File: src/design/aetf_pkg.sv
// ----------------------------------------------------------------------------
// aetf_pkg
// Shared types and constants for the equation text formatter.
// ----------------------------------------------------------------------------
package aetf_pkg;

    typedef enum logic [1:0] {
        OP_ADD = 2'd0,
        OP_SUB = 2'd1,
        OP_MUL = 2'd2,
        OP_DIV = 2'd3
    } op_t;

    typedef enum logic [3:0] {
        ST_IDLE,
        ST_CALC,
        ST_DIV,
        ST_LOAD,
        ST_CONV,
        ST_SIGN,
        ST_DIGIT,
        ST_OPTXT,
        ST_EQTXT,
        ST_TAIL
    } state_t;

    // Which number the converter works on
    typedef enum logic [1:0] {
        SEL_A,
        SEL_B,
        SEL_R
    } nsel_t;

    // Controller to datapath
    typedef struct packed {
        logic  capture;
        logic  calc;
        logic  div_init;
        logic  div_step;
        logic  load;
        nsel_t sel;
        logic  conv_step;
        logic  emit_sign;
        logic  emit_digit;
        logic  emit_txt;
        logic  emit_last;
        logic [1:0] txt_sel;   // 0 op, 1 eq, 2 tail
        logic [1:0] txt_idx;
    } dp_cmd_t;

    // Datapath to controller
    typedef struct packed {
        logic is_div;
        logic div_done;
        logic neg;
        logic conv_done;
        logic digits_done;
    } dp_stat_t;

    localparam logic [7:0] CH_ZERO  = 8'h30;
    localparam logic [7:0] CH_MINUS = 8'h2D;
    localparam logic [7:0] CH_SPACE = 8'h20;
    localparam logic [7:0] CH_EQ    = 8'h3D;
    localparam logic [7:0] CH_CR    = 8'h0D;
    localparam logic [7:0] CH_LF    = 8'h0A;

    // ceil(2^35 / 10): (n * DIV10_RECIP) >> 35 is n / 10 for every 32-bit n
    localparam logic [31:0] DIV10_RECIP = 32'hCCCC_CCCD;

    function automatic logic [7:0] op_char(input logic [1:0] op);
        logic [7:0] c;
        unique case (op)
            OP_ADD:  c = 8'h2B;
            OP_SUB:  c = 8'h2D;
            OP_MUL:  c = 8'h2A;
            default: c = 8'h2F;
        endcase
        return c;
    endfunction

endpackage

File: src/design/arithmetic_equation_text_formatter_unit.sv
// ----------------------------------------------------------------------------
// arithmetic_equation_text_formatter_unit
// Computes A op B and streams "A op B = R \r\n " as ASCII characters.
// ----------------------------------------------------------------------------
//  channel | handshake      | payload
//  --------+----------------+---------------------------------
//  command | start / busy   | cmd, a, b
//  text    | strobe         | char_out, last, div_by_zero
//
// Busy stays high from the accept edge until the last character is issued:
// a calculate step, the divider steps for a divide, then per number a load
// step, a reciprocal multiply and then a remainder step per decimal digit,
// a minus sign if negative and each digit character; then the fixed text
// of ten characters. The next start is taken in the idle cycle.
// Reset clears the sequencer and the strobe; the receiver cannot stall the text.
module arithmetic_equation_text_formatter_unit
    import aetf_pkg::*;
(
    input  logic        clk,
    input  logic        rst_n,
    input  logic        start,
    output logic        busy,
    input  logic [1:0]  cmd,
    input  logic signed [31:0] a,
    input  logic signed [31:0] b,
    output logic        strobe,
    output logic [7:0]  char_out,
    output logic        last,
    output logic        div_by_zero
);

    dp_cmd_t  ctl;
    dp_stat_t stat;

    aetf_ctrl u_ctrl (
        .clk   (clk),
        .rst_n (rst_n),
        .start (start),
        .stat  (stat),
        .busy  (busy),
        .ctl   (ctl)
    );

    aetf_datapath u_dp (
        .clk         (clk),
        .rst_n       (rst_n),
        .cmd         (cmd),
        .a           (a),
        .b           (b),
        .ctl         (ctl),
        .stat        (stat),
        .strobe      (strobe),
        .char_out    (char_out),
        .last        (last),
        .div_by_zero (div_by_zero)
    );

endmodule

File: src/design/aetf_datapath.sv
// ----------------------------------------------------------------------------
// aetf_datapath
// Operand registers, ALU, restoring divider and decimal digit generator.
// ----------------------------------------------------------------------------
module aetf_datapath
    import aetf_pkg::*;
(
    input  logic        clk,
    input  logic        rst_n,
    input  logic [1:0]  cmd,
    input  logic [31:0] a,
    input  logic [31:0] b,
    input  dp_cmd_t     ctl,
    output dp_stat_t    stat,
    output logic        strobe,
    output logic [7:0]  char_out,
    output logic        last,
    output logic        div_by_zero
);

    logic [1:0]  op_reg;
    logic [31:0] a_reg, b_reg, r_reg;
    logic        dz_reg;
    // divider
    logic [31:0] quo_reg, rem_reg, dvs_reg;
    logic [5:0]  dcnt_reg;
    logic        qneg_reg;
    // conversion: divide by ten by reciprocal multiply, then take the remainder, per digit
    logic [31:0] mag_reg, cq_reg;
    logic        cphase_reg;
    logic        neg_reg;
    logic [3:0]  dig_reg [10];
    logic [3:0]  nd_reg;
    logic [3:0]  rd_reg;
    logic        strobe_reg, last_reg;
    logic [7:0]  char_reg;

    logic [31:0] sel_val, ma, mb;
    logic [32:0] rem_sh, rem_sub;
    logic [63:0] cprod;
    logic [3:0]  cdig;
    logic [7:0]  txt_char;

    always_comb
    begin
        unique case (ctl.sel)
            SEL_A:   sel_val = a_reg;
            SEL_B:   sel_val = b_reg;
            default: sel_val = r_reg;
        endcase
        ma = a_reg[31] ? (32'd0 - a_reg) : a_reg;
        mb = b_reg[31] ? (32'd0 - b_reg) : b_reg;
        rem_sh  = {rem_reg, quo_reg[31]};
        rem_sub = rem_sh - {1'b0, dvs_reg};
        cprod   = {32'd0, mag_reg} * {32'd0, DIV10_RECIP};
        // remainder is below ten, so the low four bits of mag - 10q suffice
        cdig    = mag_reg[3:0] - {cq_reg[0], 3'b000} - {cq_reg[2:0], 1'b0};
        unique case (ctl.txt_sel)
            2'd0:
            begin
                txt_char = (ctl.txt_idx == 2'd1) ? op_char(op_reg) : CH_SPACE;
            end
            2'd1:
            begin
                txt_char = (ctl.txt_idx == 2'd1) ? CH_EQ : CH_SPACE;
            end
            default:
            begin
                unique case (ctl.txt_idx)
                    2'd1:    txt_char = CH_CR;
                    2'd2:    txt_char = CH_LF;
                    default: txt_char = CH_SPACE;
                endcase
            end
        endcase
    end

    always_ff @(posedge clk)
    begin
        if (ctl.capture)
        begin
            op_reg <= cmd;
            a_reg  <= a;
            b_reg  <= b;
        end
        if (ctl.calc)
        begin
            unique case (op_reg)
                OP_ADD:  r_reg <= a_reg + b_reg;
                OP_SUB:  r_reg <= a_reg - b_reg;
                OP_MUL:  r_reg <= a_reg * b_reg;
                default: r_reg <= 32'd0;
            endcase
            dz_reg <= (op_reg == OP_DIV) && (b_reg == 32'd0);
        end
        if (ctl.div_init)
        begin
            quo_reg  <= ma;
            rem_reg  <= 32'd0;
            dvs_reg  <= mb;
            dcnt_reg <= 6'd0;
            qneg_reg <= a_reg[31] ^ b_reg[31];
        end
        else if (ctl.div_step)
        begin
            if (!rem_sub[32])
            begin
                rem_reg <= rem_sub[31:0];
                quo_reg <= {quo_reg[30:0], 1'b1};
            end
            else
            begin
                rem_reg <= rem_sh[31:0];
                quo_reg <= {quo_reg[30:0], 1'b0};
            end
            dcnt_reg <= dcnt_reg + 6'd1;
            if (dcnt_reg == 6'd31 && dvs_reg != 32'd0)
            begin
                // last step: apply sign to the finished quotient
                if (qneg_reg)
                    r_reg <= 32'd0 - {quo_reg[30:0], ~rem_sub[32]};
                else
                    r_reg <= {quo_reg[30:0], ~rem_sub[32]};
            end
        end
        if (ctl.load)
        begin
            neg_reg    <= sel_val[31];
            mag_reg    <= sel_val[31] ? (32'd0 - sel_val) : sel_val;
            cq_reg     <= 32'd0;
            cphase_reg <= 1'b0;
            nd_reg     <= 4'd0;
        end
        else if (ctl.conv_step)
        begin
            if (cphase_reg)
            begin
                // store the digit, restart on the quotient
                dig_reg[nd_reg] <= cdig;
                nd_reg     <= nd_reg + 4'd1;
                rd_reg     <= nd_reg;
                mag_reg    <= cq_reg;
                cphase_reg <= 1'b0;
            end
            else
            begin
                cq_reg     <= {3'd0, cprod[63:35]};
                cphase_reg <= 1'b1;
            end
        end
        else if (ctl.emit_digit)
        begin
            rd_reg <= rd_reg - 4'd1;
        end
        if (ctl.emit_sign)
            char_reg <= CH_MINUS;
        else if (ctl.emit_digit)
            char_reg <= CH_ZERO + {4'd0, dig_reg[rd_reg]};
        else if (ctl.emit_txt)
            char_reg <= txt_char;
        last_reg <= ctl.emit_last;
    end

    always_ff @(posedge clk or negedge rst_n)
    begin
        if (!rst_n)
            strobe_reg <= 1'b0;
        else
            strobe_reg <= ctl.emit_sign | ctl.emit_digit | ctl.emit_txt;
    end

    assign stat.is_div      = (op_reg == OP_DIV);
    assign stat.div_done    = (dcnt_reg == 6'd32);
    assign stat.neg         = neg_reg;
    assign stat.conv_done   = cphase_reg && (cq_reg == 32'd0);
    assign stat.digits_done = (rd_reg == 4'd0);
    assign strobe      = strobe_reg;
    assign char_out    = char_reg;
    assign last        = last_reg;
    assign div_by_zero = dz_reg;

endmodule

File: src/design/aetf_ctrl.sv
// ----------------------------------------------------------------------------
// aetf_ctrl
// Sequencer: calculate, then convert and emit each field of the text.
// ----------------------------------------------------------------------------
module aetf_ctrl
    import aetf_pkg::*;
(
    input  logic     clk,
    input  logic     rst_n,
    input  logic     start,
    input  dp_stat_t stat,
    output logic     busy,
    output dp_cmd_t  ctl
);

    state_t     state_reg, state_next;
    nsel_t      fld_reg, fld_next;
    logic [1:0] idx_reg, idx_next;

    always_ff @(posedge clk or negedge rst_n)
    begin
        if (!rst_n)
        begin
            state_reg <= ST_IDLE;
            fld_reg   <= SEL_A;
            idx_reg   <= 2'd0;
        end
        else
        begin
            state_reg <= state_next;
            fld_reg   <= fld_next;
            idx_reg   <= idx_next;
        end
    end

    always_comb
    begin
        state_next = state_reg;
        fld_next   = fld_reg;
        idx_next   = idx_reg;
        unique case (state_reg)
            ST_IDLE:
            begin
                if (start)
                    state_next = ST_CALC;
            end
            ST_CALC:
            begin
                state_next = stat.is_div ? ST_DIV : ST_LOAD;
                fld_next   = SEL_A;
            end
            ST_DIV:
            begin
                if (stat.div_done)
                    state_next = ST_LOAD;
            end
            ST_LOAD:   state_next = ST_CONV;
            ST_CONV:
            begin
                if (stat.conv_done)
                    state_next = stat.neg ? ST_SIGN : ST_DIGIT;
            end
            ST_SIGN:   state_next = ST_DIGIT;
            ST_DIGIT:
            begin
                if (stat.digits_done)
                begin
                    idx_next = 2'd0;
                    unique case (fld_reg)
                        SEL_A:   state_next = ST_OPTXT;
                        SEL_B:   state_next = ST_EQTXT;
                        default: state_next = ST_TAIL;
                    endcase
                end
            end
            ST_OPTXT, ST_EQTXT:
            begin
                idx_next = idx_reg + 2'd1;
                if (idx_reg == 2'd2)
                begin
                    idx_next   = 2'd0;
                    state_next = ST_LOAD;
                    fld_next   = (state_reg == ST_OPTXT) ? SEL_B : SEL_R;
                end
            end
            ST_TAIL:
            begin
                idx_next = idx_reg + 2'd1;
                if (idx_reg == 2'd3)
                    state_next = ST_IDLE;
            end
            default:   state_next = ST_IDLE;
        endcase
    end

    always_comb
    begin
        ctl = '0;
        ctl.sel     = fld_reg;
        ctl.txt_idx = idx_reg;
        busy = (state_reg != ST_IDLE);
        unique case (state_reg)
            ST_IDLE:  ctl.capture = start;
            ST_CALC:
            begin
                ctl.calc     = 1'b1;
                ctl.div_init = 1'b1;
            end
            ST_DIV:   ctl.div_step = 1'b1;
            ST_LOAD:  ctl.load = 1'b1;
            ST_CONV:  ctl.conv_step = 1'b1;
            ST_SIGN:  ctl.emit_sign = 1'b1;
            ST_DIGIT: ctl.emit_digit = 1'b1;
            ST_OPTXT: ctl.txt_sel = 2'd0;
            ST_EQTXT: ctl.txt_sel = 2'd1;
            ST_TAIL:
            begin
                ctl.txt_sel   = 2'd2;
                ctl.emit_last = (idx_reg == 2'd3);
            end
            default:  ctl.calc = 1'b0;
        endcase
        ctl.emit_txt = (state_reg == ST_OPTXT) || (state_reg == ST_EQTXT)
                       || (state_reg == ST_TAIL);
    end

endmodule
File: config.mk
export PLATFORM = sky130hd
export DESIGN_NAME = arithmetic_equation_text_formatter_unit
export DESIGN_NICKNAME = d
export VERILOG_FILES = /design/src/design/aetf_pkg.sv /design/src/design/arithmetic_equation_text_formatter_unit.sv /design/src/design/aetf_datapath.sv /design/src/design/aetf_ctrl.sv
export SDC_FILE = /design/constraint.sdc
export NUM_CORES = 2
export LEC_CHECK = 0
export BUFFER_PORTS_ARGS = -buffer_cell sky130_fd_sc_hd__buf_2
export CAP_MARGIN = 20
export CORE_MARGIN = 5
export CORE_UTILIZATION = 60
export CTS_CLUSTER_DIAMETER = 200
export DETAILED_ROUTE_END_ITERATION = 8
export HOLD_SLACK_MARGIN = 0.05
export MAX_ROUTING_LAYER = met4
export PLACE_DENSITY = 0.77
export SLEW_MARGIN = 20
export SYNTH_ARGS = -nofsm -noshare
export SYNTH_HDL_FRONTEND = slang
export SYNTH_HIERARCHICAL = 1
export SYNTH_SLANG_ARGS = --single-unit
export TNS_END_PERCENT = 20
File: constraint.sdc
create_clock -name clk -period 15.35 [get_ports clk]
set_clock_uncertainty 0.05 [all_clocks]
set_input_delay 2.3025 -clock clk [delete_from_list [all_inputs] [get_ports clk]]
set_output_delay 2.3025 -clock clk [all_outputs]
set_load 0.01 [all_outputs]
# Word level (Yosys, flattened, before mapping)
# Memory sizes are Yosys's and may differ from the RTL's. A register that Yosys moved wholly into a read port is not among the register bits.
# Index checks and enable logic that the tools add are counted.
# totals
in_bits	69
output_inout_bits	12
mem_bits_rw	40
memories	1
reg_bits	291
# classes
mul	2
n_bitwise	6
n_eq_ne	26
reduce_logical	29
addsub	14
mux	57
# mem_list
memory	words	width	read_ports	rd_ports_with_merged_regs	write_ports	line	rtl
u_dp.dig_reg	10	4	1	1	1	aetf_datapath.sv:32	logic [3:0] dig_reg [10];
# op_table
cell	count
32-bit two-way mux	13
1-bit by 32-bit subtractor with 32-bit output (first input constant)	4
32-bit case mux with 3 select lines	1
32-bit logical NOT	2
32-bit by 32-bit multiplier with 64-bit output (second input constant)	1
32-bit case mux with 2 select lines	1
4-bit two-way mux	11
4-bit case mux with 9 select lines	1
33-bit by 32-bit subtractor with 33-bit output	1
32-bit adder	1
32-bit by 32-bit multiplier with 32-bit output	1
32-bit nonzero test	1
32-bit subtractor	1
31-bit two-way mux	1
4-bit by 3-bit == test with 1-bit output (second input constant)	4
8-bit two-way mux	2
8-bit case mux with 2 select lines	1
1-bit two-way mux	14
6-bit case mux with 2 select lines	1
2-bit nonzero test	6
2-bit two-way mux	5
2-bit AND reduction	5
3-bit case mux with 3 select lines	1
2-bit by 1-bit == test with 1-bit output (second input constant)	4
30 further kinds	51

# Longest topological paths before layout
# logic_depth
ltp_word	7
mapped_depth	28
ltp_nobuf	27

# Cells and area by module
# The synthesis kept the hierarchy.
# by_module_without_submodules
mod	cells_per_inst	area_each_um2	seq_area_each_um2	n_inst
aetf_datapath	5506	52037.4	8603.3	1
aetf_ctrl	81	749.5	200.2	1

# Worst setup path before layout
# OpenSTA, ideal clock, no wires.
# synth_path
path_kind	register to register
from	register u_dp.b_reg[5]
to	register u_dp.r_reg[28]
setup_ns	0.095
required_ns	15.205
stages_incl_launch_ff	27
path_slack_ns	8.045
arrival_ns	7.160
path_cell_list	edfxtp_1 > clkbuf_1 > clkbuf_1 > and2_1 > fa_1 > fa_1 > fa_1 > inv_1 > fa_1 > inv_1 > fa_1 > inv_1 > fa_1 > inv_1 > fa_1 > fa_1 > ha_1 > a21o_1 > a21oi_1 > nor2b_1 > o41a_1 > or4_1 > o221ai_1 > a21oi_1 > xor2_1 > a21oi_1 > a221oi_1
# synth_between
elab_chain_len	6
# synth_rtl
item	line	rtl
start, declared	aetf_datapath.sv:22	logic [31:0] a_reg, b_reg, r_reg;
start signal, assigned	aetf_datapath.sv:84	b_reg <= b;
32-bit by 32-bit multiplier with 32-bit output (tied with other cells)	aetf_datapath.sv:91	OP_MUL: r_reg <= a_reg * b_reg;
32-bit case mux with 3 select lines *	aetf_datapath.sv:88	unique case (op_reg)
32-bit two-way mux *	aetf_datapath.sv:86	if (ctl.calc)
32-bit two-way mux	aetf_datapath.sv:117	if (dcnt_reg == 6'd31 && dvs_reg != 32'd0)
32-bit two-way mux	aetf_datapath.sv:104	else if (ctl.div_step)
32-bit two-way mux *	aetf_datapath.sv:96	if (ctl.div_init)
end signal, assigned	aetf_datapath.sv:89	OP_ADD: r_reg <= a_reg + b_reg;
end signal, assigned	aetf_datapath.sv:90	OP_SUB: r_reg <= a_reg - b_reg;
end signal, assigned	aetf_datapath.sv:121	r_reg <= 32'd0 - {quo_reg[30:0], ~rem_sub[32]};
end, declared	aetf_datapath.sv:22	
# Every way passes the cells marked *; elsewhere a longest branch is shown, timed or not.
# A chain may end at the register's enable or synchronous reset.

# Worst setup path in the final report
# layout_path
from	register u_dp.mag_reg[23]
to	register u_dp.cq_reg[25]
# layout_between
elab_chain_len	1
# layout_rtl
item	line	rtl
start, declared	aetf_datapath.sv:29	logic [31:0] mag_reg, cq_reg;
start signal, assigned	aetf_datapath.sv:129	mag_reg <= sel_val[31] ? (32'd0 - sel_val) : sel_val;
start signal, assigned	aetf_datapath.sv:142	mag_reg <= cq_reg;
32-bit by 32-bit multiplier with 64-bit output	aetf_datapath.sv:55	cprod = {32'd0, mag_reg} * {32'd0, DIV10_RECIP};
end signal, assigned	aetf_datapath.sv:147	cq_reg <= {3'd0, cprod[63:35]};
end, declared	aetf_datapath.sv:29	
# No other way between the ends.

==> run_results.csv <==
group,metric,value,unit
placed_design,dpl.hpwl,122000,um
logic_synthesis,yosysWarnings,6,
global_routing,grt-ovfl-total,0,
sta,slew_violations,0,
sta,worstMarginPinSlew,1190,ps
logic_synthesis,syn_area,0.0528,mm^2
routing,wl_per_cell,23.4,um
worst_setup_path,cp_max_fo,7,
cells_and_area,layout_common_cells,"1,130 x inv_1, 825 x fa_1, 542 x ha_1",
floorplan,die_y,307,um
clock_network,post_cts_resized,0,
cells_and_area,fillers,7070,
global_routing,grt_pass1_wl,247000,um
routing,via_per_inst,6.06,
worst_setup_path,worstSetupStartpoint,"u_dp/mag_reg[23]",
worst_setup_path,crit_required,15810,ps
run_status,status,"finished, final reports clean",
clock_network,ctsHoldBuffers,0,
worst_setup_path,reg2reg_from,"u_dp/mag_reg[23]",
sta,setup_violations,0,
clock_network,cts_inserted_buffers,41,
routing,routed_wl,157000,um
clock_network,clock_latency,600,ps
logic_synthesis,async_flop_share,0.0270,
sta,setup_tns,0,ps
clock_network,clock_path_buffers,3,
sta,rsz0062_at_grt,"false",
sta,finalCriticalPeriod,8470,ps
floorplan,core-area,0.0870,mm^2
cells_and_area,layout_commonest_cell,"inv_1",
floorplan,num_rows,108,
worst_setup_path,ff2ff_path_depth,21,
logic_synthesis,synth_top_area_share,0.313,
clock_network,postCtsSetupRepairBufs,0,
hold_path,hold_class,"reg -> reg",
cells_and_area,nets,6960,
global_routing,grt_pass1_vias,42300,
clock_network,clk_pin_slew,70,ps
sta,max_clock_freq,118,MHz
logic_synthesis,synth.distinct_cells,95,
cells_and_area,synthToLayoutAreaGrowth,5.47,%
cells_and_area,largest_register_ffs,40,
global_routing,antenna_found_initial,3,
run,drv_cap,0,
clock_network,cts.sinks,333,
worst_setup_path,endpoint_kind,"flop",
sta,fin_crit_sh,0.552,
clock_network,cts_tree,"yes",
clock_network,clock-root-buffer,"clkbuf_16",
logic_synthesis,synth_cells,5587,
routing,dr.first_iter.drc_count,4361,
logic_synthesis,yosysSeqAreaShare,0.167,
sta,final_hold_viol_count,0,
placed_design,place.gp.congestion,1.09,
sta,slew_headroom,0.204,
worst_setup_path,worstPathArrival,8930,ps
logic_synthesis,syn_avg_cell_area,9.45,um^2
floorplan,initial_core_util,0.607,
routing,first_pass_iters,6,
placed_design,io_buffers,78,
floorplan,io_pins,81,
routing,ant_nets,0,
logic_synthesis,synth_area_leaders,"fa_1 31%, ha_1 13%, edfxtp_1 12%",
worst_setup_path,path_class,"reg -> reg",
logic_synthesis,ys.flop_type,"edfxtp_1",
routing,vias,40700,
global_routing,gr-usage-all-layers,0.348,
logic_synthesis,synth_top_area_cell,"fa_1",
worst_setup_path,start_kind,"flop",
logic_synthesis,synth-seq-cells,333,
floorplan,die_area,0.0940,mm^2
cells_and_area,drive_gt1_frac,0.0493,
floorplan,die_w,307,um
global_routing,grt_max_degree,92,
logic_synthesis,synth-edff-count,209,
hold_path,min-delay-start,"u_dp/cq_reg[5]",
clock_network,htreeDepth,2,
hold_path,hold_path_depth,2,
routing,drc,0,
logic make-up (layout without fill, tap and decap cells):
family,Yosys count,count (layout),synth area share
DFF,333,333,0.167
xor gates and xnor gates,317,317,0.0526
AOI/OAI and AO/OA,805,805,0.0997
adders and majority gates,1367,1367,0.441
buffers and inverters,1377,1345,0.0986
and+or+nand+nor,1312,1312,0.124
other,1,5,0.0000710
muxes,75,75,0.0168
critical path: stages, from the launching register on:
cell      delay (ps)
edfxtp_1         560
ha_1             690
inv_1            180
fa_1             490
fa_1             660
fa_1             480
fa_1             540
fa_1             490
inv_1             50
fa_1             470
ha_1             310
ha_1             370
and3_1           250
and2_1           230
a221o_1          400
a311o_1          340
a311o_1          460
a211oi_1         270
a21oi_1          190
o41ai_1          450
mux2_2           390
nand3_1           70
per-stage QoR:
step	instances	hold slack (ps)	instance area, um^2	utilization	setup WS, ps
floorplan	5588	395	52800	-	8040
global placement	6631	408	54100	0.622	7030
detailed placement	6634	421	54200	0.623	7050
CTS	6709	428	55600	0.639	7010
global route	6713	448	55700	0.640	6640
finish	6714	431	55700	0.640	6880
Yosys cell counts (8+ instances only):
library cell,count
inv_1,1130
fa_1,825
ha_1,542
nand2_1,453
and2_1,323
a21oi_1,247
nor2_1,220
clkbuf_1,216
edfxtp_1,209
xnor2_1,169
o21ai_0,160
xor2_1,148
dfxtp_1,115
a21o_1,79
mux2i_1,46
nand3_1,43
nor3_1,42
o31ai_1,42
or3_1,39
o211ai_1,34
nand2b_1,30
a311oi_1,28
nor2b_1,25
nor4_1,25
o21a_1,25
a211oi_1,24
nand4_1,24
a31oi_1,23
and3_1,20
buf_1,20
mux2_2,19
o221ai_1,16
o21bai_1,15
or4_1,13
a22o_1,12
o22ai_1,10
o41ai_1,10
or2_2,10
dfrtp_1,9
a2111oi_0,8
mux4_2,8
metal layers:
layer | global-route usage | part of all wire | vias up
li1 | - | - | 17800
met1 | 0.460 | 0.40 | 20200
met2 | 0.523 | 0.44 | 2243
met3 | 0.0900 | 0.11 | 429
met4 | 0.128 | 0.046 | 0
met5 | - | 0 | -
layout make-up:
class	count	area, um^2	area share
Antenna cell	3	7.51	0.000135
Clock buffer	51	1130	0.0202
Clock inverter	24	317	0.00569
Inverter	1131	4250	0.0763
Multi-Input combinational cell	3878	38800	0.698
Sequential cell	333	8810	0.158
Tap cell	1155	1450	0.0260
Timing Repair Buffer	139	882	0.0158
path summary, 6_finish.rpt:
check / slack [ps] / end
setup / recovery: 6880 / u_dp/cq_reg[25]
hold / removal: 430 / u_dp/cq_reg[5]
setup reg to reg: 6880 / u_dp/cq_reg[25]
hold reg to reg: 430 / u_dp/cq_reg[5]
max in group asynchronous: 13530 / u_ctrl/fld_reg[1]
min in group asynchronous: 1500 / u_ctrl/fld_reg[0]
Power is left out: the tool's default activity adds up to more than one toggle a clock period on the data nets, which glitch-free logic cannot reach.
